--- src/rtl/core/lidar_ray_ground_classifier_defines.svh ---
// assertion macros for the lidar ray ground classifier
`ifndef LIDAR_RAY_GROUND_CLASSIFIER_DEFINES_SVH
`define LIDAR_RAY_GROUND_CLASSIFIER_DEFINES_SVH

`ifndef SYNTH

// same-cycle implication, disabled during reset
`define LRGC_ASSERT_IMPL(label, clk, rst_n, ante, cons) \
  label: assert property (@(posedge clk) disable iff (!rst_n) (ante) |-> (cons)) \
    else $error("lrgc assertion failed");

// next-cycle implication, disabled during reset
`define LRGC_ASSERT_NEXT(label, clk, rst_n, ante, cons) \
  label: assert property (@(posedge clk) disable iff (!rst_n) (ante) |=> (cons)) \
    else $error("lrgc assertion failed");

`else

`define LRGC_ASSERT_IMPL(label, clk, rst_n, ante, cons)
`define LRGC_ASSERT_NEXT(label, clk, rst_n, ante, cons)

`endif

`endif

--- src/rtl/core/lrgc_pkg.sv ---
// types, constants and helpers shared by the lidar ray ground classifier
package lrgc_pkg;

  localparam int PIDX_W   = 20;
  localparam int RADIUS_W = 18;
  localparam int HEIGHT_W = 16;
  localparam int CFG_IDX_W  = 3;
  localparam int CFG_DATA_W = 16;
  // widths of the band arithmetic
  localparam int BAND_W  = 36;
  localparam int CMP_W   = 38;

  // configuration register indexes
  typedef enum logic [CFG_IDX_W-1:0] {
    REG_SENSOR_HEIGHT = 3'd0,
    REG_LOCAL_SLOPE   = 3'd1,
    REG_GENERAL_SLOPE = 3'd2,
    REG_MIN_BAND      = 3'd3,
    REG_CLOSE_GAP     = 3'd4,
    REG_RECLASS_GAP   = 3'd5,
    REG_CLIP_HEIGHT   = 3'd6,
    REG_MIN_DISTANCE  = 3'd7
  } lrgc_reg_t;

  // point classes
  typedef enum logic [1:0] {
    CLS_REMOVED    = 2'd0,
    CLS_GROUND     = 2'd1,
    CLS_NOT_GROUND = 2'd2
  } lrgc_class_t;

  typedef struct packed {
    logic                       ray_start;
    logic [RADIUS_W-1:0]        radius_mm;
    logic signed [HEIGHT_W-1:0] height_mm;
    logic [PIDX_W-1:0]          point_index;
  } lrgc_in_t;

  typedef struct packed {
    logic [PIDX_W-1:0] point_index_out;
    lrgc_class_t       point_class;
  } lrgc_out_t;

  typedef struct packed {
    logic [12:0]        sensor_height_mm;
    logic [15:0]        local_slope_tan_q16;
    logic [15:0]        general_slope_tan_q16;
    logic [9:0]         min_band_mm;
    logic [9:0]         close_gap_mm;
    logic [12:0]        reclass_gap_mm;
    logic signed [15:0] clip_height_mm;
    logic [15:0]        min_distance_mm;
  } lrgc_cfg_t;

  // state carried along one ray
  typedef struct packed {
    logic [RADIUS_W-1:0]        last_radius;
    logic signed [HEIGHT_W-1:0] last_height;
    logic                       last_ground;
  } lrgc_ray_t;

  // register reset values
  localparam logic [12:0]        SENSOR_HEIGHT_RST = 13'd1780;
  localparam logic [15:0]        LOCAL_SLOPE_RST   = 16'd9210;
  localparam logic [15:0]        GENERAL_SLOPE_RST = 16'd5734;
  localparam logic [9:0]         MIN_BAND_RST      = 10'd50;
  localparam logic [9:0]         CLOSE_GAP_RST     = 10'd10;
  localparam logic [12:0]        RECLASS_GAP_RST   = 13'd200;
  localparam logic signed [15:0] CLIP_HEIGHT_RST   = 16'sd200;
  localparam logic [15:0]        MIN_DISTANCE_RST  = 16'd2400;
  localparam logic signed [HEIGHT_W-1:0] LAST_HEIGHT_RST = -16'sd1780;

  // true when -band <= diff * 65536 <= band
  function automatic logic in_band(input logic signed [16:0] diff,
                                   input logic signed [BAND_W-1:0] band);
    logic signed [CMP_W-1:0] d_x;
    logic signed [CMP_W-1:0] b_x;
    d_x = {{(CMP_W-33){diff[16]}}, diff, 16'b0};
    b_x = {{(CMP_W-BAND_W){band[BAND_W-1]}}, band};
    return (d_x <= b_x) && (d_x >= -b_x);
  endfunction

endpackage

--- src/rtl/core/lidar_ray_ground_classifier.sv ---
// Lidar ray ground classifier: one point in per clock unless stalled, one class
// out per point. Points enter in radius order along a ray, ray_start marking each
// new ray. The block takes a point every clock while in_stall is low; the point
// passes the input register, then the result register presents its class. The
// rate is set by the ray state loop: the previous kept point's radius, height and
// ground mark are read, run through the gap multiply and band compares, and
// written back in the same clock. Configuration writes are always ready and must
// only happen while no point is in flight. point_index_out carries the low
// min(INDEX_WIDTH, PIDX_W) bits of the point index.
module lidar_ray_ground_classifier #(
  parameter int INDEX_WIDTH = 20
) (
  input  logic                          clk,
  input  logic                          rst_n,
  input  logic                          in_valid,
  output logic                          in_stall,
  input  lrgc_pkg::lrgc_in_t            in_data,
  output logic                          out_valid,
  input  logic                          out_stall,
  output lrgc_pkg::lrgc_out_t           out_data,
  input  logic                          cfg_valid,
  output logic                          cfg_ready,
  input  logic [lrgc_pkg::CFG_IDX_W-1:0]  cfg_index,
  input  logic [lrgc_pkg::CFG_DATA_W-1:0] cfg_data
);
  import lrgc_pkg::*;

  `include "lidar_ray_ground_classifier_defines.svh"

  localparam int KEEP_W = (INDEX_WIDTH < PIDX_W) ? INDEX_WIDTH : PIDX_W;

  lrgc_cfg_t         cfg_r;
  lrgc_ray_t         ray_r;
  lrgc_ray_t         ray_nxt;
  lrgc_class_t       cls;
  logic              s1_valid_r;
  lrgc_in_t          s1_item_r;
  logic              out_valid_r;
  logic [KEEP_W-1:0] out_idx_r;
  lrgc_class_t       out_cls_r;
  logic              s2_free;
  logic              adv;
  logic              in_fire;

  // configuration registers
  assign cfg_ready = 1'b1;

  always_ff @(posedge clk) begin
    if (!rst_n) begin
      cfg_r.sensor_height_mm      <= SENSOR_HEIGHT_RST;
      cfg_r.local_slope_tan_q16   <= LOCAL_SLOPE_RST;
      cfg_r.general_slope_tan_q16 <= GENERAL_SLOPE_RST;
      cfg_r.min_band_mm           <= MIN_BAND_RST;
      cfg_r.close_gap_mm          <= CLOSE_GAP_RST;
      cfg_r.reclass_gap_mm        <= RECLASS_GAP_RST;
      cfg_r.clip_height_mm        <= CLIP_HEIGHT_RST;
      cfg_r.min_distance_mm       <= MIN_DISTANCE_RST;
    end else if (cfg_valid && cfg_ready) begin
      unique case (lrgc_reg_t'(cfg_index))
        REG_SENSOR_HEIGHT: cfg_r.sensor_height_mm      <= cfg_data[12:0];
        REG_LOCAL_SLOPE:   cfg_r.local_slope_tan_q16   <= cfg_data;
        REG_GENERAL_SLOPE: cfg_r.general_slope_tan_q16 <= cfg_data;
        REG_MIN_BAND:      cfg_r.min_band_mm           <= cfg_data[9:0];
        REG_CLOSE_GAP:     cfg_r.close_gap_mm          <= cfg_data[9:0];
        REG_RECLASS_GAP:   cfg_r.reclass_gap_mm        <= cfg_data[12:0];
        REG_CLIP_HEIGHT:   cfg_r.clip_height_mm        <= $signed(cfg_data);
        REG_MIN_DISTANCE:  cfg_r.min_distance_mm       <= cfg_data;
        default: ;
      endcase
    end
  end

  // handshake between input register and result register
  assign s2_free  = !out_valid_r || !out_stall;
  assign adv      = s1_valid_r && s2_free;
  assign in_stall = s1_valid_r && !s2_free;
  assign in_fire  = in_valid && !in_stall;

  // input register
  always_ff @(posedge clk) begin
    if (!rst_n) begin
      s1_valid_r <= 1'b0;
    end else begin
      s1_valid_r <= in_fire || (s1_valid_r && !adv);
    end
  end

  always_ff @(posedge clk) begin
    if (in_fire) begin
      s1_item_r <= in_data;
    end
  end

  // classification datapath
  lrgc_judge u_judge (
    .cfg         (cfg_r),
    .ray         (ray_r),
    .item        (s1_item_r),
    .point_class (cls),
    .ray_nxt     (ray_nxt)
  );

  // ray state, updated as each point leaves the input register
  always_ff @(posedge clk) begin
    if (!rst_n) begin
      ray_r.last_radius <= '0;
      ray_r.last_height <= LAST_HEIGHT_RST;
      ray_r.last_ground <= 1'b0;
    end else if (adv) begin
      ray_r <= ray_nxt;
    end
  end

  // result register
  always_ff @(posedge clk) begin
    if (!rst_n) begin
      out_valid_r <= 1'b0;
    end else begin
      out_valid_r <= adv || (out_valid_r && out_stall);
    end
  end

  always_ff @(posedge clk) begin
    if (adv) begin
      out_idx_r <= s1_item_r.point_index[KEEP_W-1:0];
      out_cls_r <= cls;
    end
  end

  assign out_valid                = out_valid_r;
  assign out_data.point_index_out = PIDX_W'(out_idx_r);
  assign out_data.point_class     = out_cls_r;

  // checks on the pipeline and ray state
  `LRGC_ASSERT_IMPL(a_stall_needs_item, clk, rst_n, in_stall, s1_valid_r)
  `LRGC_ASSERT_NEXT(a_removed_keeps_state, clk, rst_n, adv && !s1_item_r.ray_start && cls == CLS_REMOVED, $stable(ray_r))
  `LRGC_ASSERT_NEXT(a_kept_updates_radius, clk, rst_n, adv && cls != CLS_REMOVED, ray_r.last_radius == $past(s1_item_r.radius_mm))
  `LRGC_ASSERT_NEXT(a_ground_mark_matches, clk, rst_n, adv && cls != CLS_REMOVED, ray_r.last_ground == (out_cls_r == CLS_GROUND))

endmodule

--- src/rtl/core/lrgc_judge.sv ---
// classification datapath: removal test, slope bands and next ray state
module lrgc_judge (
  input  lrgc_pkg::lrgc_cfg_t   cfg,
  input  lrgc_pkg::lrgc_ray_t   ray,
  input  lrgc_pkg::lrgc_in_t    item,
  output lrgc_pkg::lrgc_class_t point_class,
  output lrgc_pkg::lrgc_ray_t   ray_nxt
);
  import lrgc_pkg::*;

  lrgc_ray_t               ray_eff;
  logic                    removed;
  logic signed [18:0]      gap;
  logic signed [BAND_W-1:0] band_raw;
  logic signed [BAND_W-1:0] band_sel;
  logic signed [BAND_W-1:0] min_band_q16;
  logic [33:0]             gen_band_u;
  logic signed [BAND_W-1:0] gen_band;
  logic signed [16:0]      diff;
  logic signed [16:0]      to_ground;
  logic                    gap_over_close;
  logic                    gap_over_reclass;
  logic                    ground;

  // a new ray starts from a cleared state
  always_comb begin
    if (item.ray_start) begin
      ray_eff.last_radius = '0;
      ray_eff.last_height = -$signed({3'b0, cfg.sensor_height_mm});
      ray_eff.last_ground = 1'b0;
    end else begin
      ray_eff = ray;
    end
  end

  // clip height and minimum distance
  assign removed = (item.height_mm > cfg.clip_height_mm) ||
                   (item.radius_mm < {2'b0, cfg.min_distance_mm});

  // local band from the radial gap, floored for non-close gaps
  assign gap = $signed({1'b0, item.radius_mm}) - $signed({1'b0, ray_eff.last_radius});
  assign band_raw = $signed({1'b0, cfg.local_slope_tan_q16}) * gap;
  assign min_band_q16 = $signed({10'b0, cfg.min_band_mm, 16'b0});
  assign gap_over_close   = gap > $signed({9'b0, cfg.close_gap_mm});
  assign gap_over_reclass = gap > $signed({6'b0, cfg.reclass_gap_mm});
  assign band_sel = (gap_over_close && (band_raw < min_band_q16)) ? min_band_q16 : band_raw;

  // general band grows with radius
  assign gen_band_u = cfg.general_slope_tan_q16 * item.radius_mm;
  assign gen_band   = $signed({2'b0, gen_band_u});

  // height steps against previous point and against the ground plane
  assign diff      = $signed({item.height_mm[HEIGHT_W-1], item.height_mm}) -
                     $signed({ray_eff.last_height[HEIGHT_W-1], ray_eff.last_height});
  assign to_ground = $signed({item.height_mm[HEIGHT_W-1], item.height_mm}) +
                     $signed({4'b0, cfg.sensor_height_mm});

  // ground decision
  always_comb begin
    if (in_band(diff, band_sel)) begin
      ground = ray_eff.last_ground || in_band(to_ground, gen_band);
    end else begin
      ground = gap_over_reclass && in_band(to_ground, band_sel);
    end
  end

  // class and state to carry forward
  always_comb begin
    if (removed) begin
      point_class = CLS_REMOVED;
      ray_nxt     = ray_eff;
    end else begin
      point_class         = ground ? CLS_GROUND : CLS_NOT_GROUND;
      ray_nxt.last_radius = item.radius_mm;
      ray_nxt.last_height = item.height_mm;
      ray_nxt.last_ground = ground;
    end
  end

endmodule
--- config.mk ---
export PLATFORM = sky130hd
export DESIGN_NAME = lidar_ray_ground_classifier
export DESIGN_NICKNAME = d
export VERILOG_FILES = /design/src/rtl/core/lrgc_pkg.sv /design/src/rtl/core/lidar_ray_ground_classifier.sv /design/src/rtl/core/lrgc_judge.sv
export VERILOG_INCLUDE_DIRS = /design/src /design/src/rtl/core
export SDC_FILE = /design/constraint.sdc
export NUM_CORES = 2
export LEC_CHECK = 0
export ABC_AREA = 1
export BUFFER_PORTS_ARGS = -buffer_cell sky130_fd_sc_hd__buf_2
export CAP_MARGIN = 10
export CORE_ASPECT_RATIO = 1.25
export CORE_MARGIN = 3
export CORE_UTILIZATION = 60
export CTS_CLUSTER_DIAMETER = 100
export DETAILED_ROUTE_END_ITERATION = 8
export PLACE_DENSITY = 0.77
export SETUP_SLACK_MARGIN = 0.3
export SLEW_MARGIN = 20
export SYNTH_ARGS = -nofsm -noshare
export SYNTH_HDL_FRONTEND = slang
export SYNTH_SLANG_ARGS = --single-unit
--- constraint.sdc ---
create_clock -name clk -period 13.5 [get_ports clk]
set_input_delay 2.7 -clock clk [delete_from_list [all_inputs] [get_ports clk]]
set_output_delay 2.7 -clock clk [all_outputs]
set_load 0.01 [all_outputs]
==> impl_metrics.ini <==
[worst_setup_path]
cp_slowest_cell = fa_1
required_ns = 13.84
cp-start-kind = flip-flop
endpoint_kind = flip-flop
max_stage_delay_ns = 0.61
cp_max_fo = 24
crit_arrival_ns = 12.70
critPathMostFrequentCell = nand2_1
crit_type = reg -> reg

[synthesis]
syn_avg_cell_area_um2 = 7.65
synthTopCellsByArea = fa_1, ha_1, inv_1
synth_cell_types = 64
synth_cells = 4892
synth-edff-count = 77
syn_nets = 5930
yosys.area.top_type_share = 0.284
syn_area_um2 = 37400
ys.warnings.count = 0
synth_top_cell_by_area = fa_1
ys_async_sr_fraction = 0
yosysSeqAreaShare = 0.140
synth_ff_type = dfxtp_1
ys_ff_latch = 224

[grt]
grt_pass1_vias = 33724
overflow = 0
grt_max_degree = 92
antenna_found_initial = 3
grt_pass1_wl_um = 178000
grtUsageTotal = 0.348

[routing]
routed_via_density = 5.58
drt-total-wl_um = 111000
first_pass_iters = 5
num_vias = 32231
drt_iter0_drc = 2386
route.detailed.drc = 0
final_antenna_net_count = 0
detail_route.wl_per_cell_um = 19.2

[min_path]
hold_path_class = reg -> reg

[status]
status = completed

[floorplan]
die_y_um = 285
start_util = 0.611
io_pins = 104
die_width_um = 229
coreArea_um2 = 61300
dieArea_um2 = 65500
placementRows = 101

[finish]
fin_cells = 5778
fin_util = 0.651
synthToLayoutAreaGrowth_pct = 6.49
final_cell_mix = inv_1, nand2_1, fa_1, ha_1, nor2_1
layout-drive-gt1-share = 0.0664
layout_commonest_cell = inv_1
nFillCells = 5329
nets = 5970

[timing]
fin_hold_ws_ns = 0.417
fin_skew_ns = 0.0289
timing.fmax_mhz = 80.9
rsz0062_at_grt = no
hold_violations = 0
worst_pin_slew_ns = 1.03
setup_tns_ns = 0
max_slew_margin = 0.314
period_minus_slack_ns = 12.36
setup_viol = 0
finalMaxSlewViolations = 0
finalCritPeriodShare = 0.915

[clock_tree]
cts_max_level = 1
cts_buffer_depth = 3
cts_tree = built
path_clk_slew_ns = 0.06
clkLatencyLatePin_ns = 0.59
clock-sinks = 224
clock-root-buffer = clkbuf_16
cts_buffers = 27

[flow_run]
maxCapViolCount = 0

[place]
dp_hpwl_um = 89300
placed_cells = 5719
routabilityCongestion = 0.970
io_buffers = 102
[per-stage QoR]
| step | area, um2 | setup WS (ns) |
|---|---|---|
| global placement | 38800 | 1.23 |
| finish | 39900 | 1.14 |
| detailed placement | 38800 | 1.02 |
| CTS | 39700 | 0.998 |
| floorplan | 37400 | 2.44 |
| global route | 39900 | 0.303 |
[cells by family after synthesis]
| family | Yosys count | share of synthesized area |
|---|---|---|
| xor+xnor | 103 | 0.0243 |
| flops | 224 | 0.140 |
| fa+ha+maj | 959 | 0.427 |
| buf+inv | 1337 | 0.135 |
| simple gates | 1675 | 0.183 |
| mux | 1 | 0.000267 |
| compound gates | 592 | 0.0899 |
| other cells | 1 | 0.000100 |
[state kept, by name (all words and copies together) (netlist names)]
signal	count
out_valid	1
out_idx_r	20
out_cls_r	2
cfg_r	110
s1_item_r	55
s1_valid_r	1
ray_r	35
[path summary, 6_finish.rpt]
path | from | endpoint | slack, ns | cells past startpoint
min | s1_item_r[16]$_DFFE_PP_ | out_idx_r[16]$_DFFE_PP_ | 0.42 | 0
max | s1_item_r[54]$_DFFE_PP_ | out_cls_r[1]$_SDFFCE_PN0P_ | 1.14 | 57
max reg2reg | s1_item_r[54]$_DFFE_PP_ | out_cls_r[1]$_SDFFCE_PN0P_ | 1.14 | 57
min reg2reg | s1_item_r[16]$_DFFE_PP_ | out_idx_r[16]$_DFFE_PP_ | 0.42 | 0
[metal layers]
metal | GRT usage | share of wire
met5 | 0 | 0.00013
met4 | 0.251 | 0.091
met2 | 0.598 | 0.48
met1 | 0.392 | 0.35
met3 | 0.0563 | 0.077
[cells in the mapped netlist (all sizes together), types with 15 or more instances]
cell type / n
a21oi: 295
buf: 15
clkbuf: 145
dfxtp: 147
edfxtp: 77
fa: 532
ha: 427
inv: 1164
nand2: 1118
nand3: 120
nand4: 45
nor2: 338
nor3: 22
o211ai: 36
o21ai: 176
o21bai: 15
xnor2: 28
xor2: 75
[cell type report]
class	instances	area (um2)	area share
Sequential cell	224	5260	0.132
Clock inverter	16	151	0.00380
Multi-Input combinational cell	3331	27200	0.682
Clock buffer	34	763	0.0191
Tap cell	824	1030	0.0259
Timing Repair Buffer	171	1030	0.0258
Inverter	1177	4440	0.111
Antenna cell	1	2.50	0.0000628
[critical path, delay by kind of cell, from the launching register on]
family | cells | cell delay (ns)
AND/OR/NAND/NOR | 26 | 3.67
AO/OA/AOI/OAI | 8 | 1.42
XOR/XNOR | 3 | 0.63
buffers and inverters | 10 | 1.50
adder cells (fa/ha/maj) | 10 | 4.42
flip-flops | 1 | 0.45
[repair_timing]
action                                  4_1_cts  5_1_grt
hold buffers                                  0        0
endpoints found under the setup margin        0        3
resized for setup                             0       18
buffers inserted                              0        8
hold endpoints to repair                      0        0
Power is left out: the tool's default activity adds up to more than one toggle a clock period on the data nets, which glitch-free logic cannot reach.
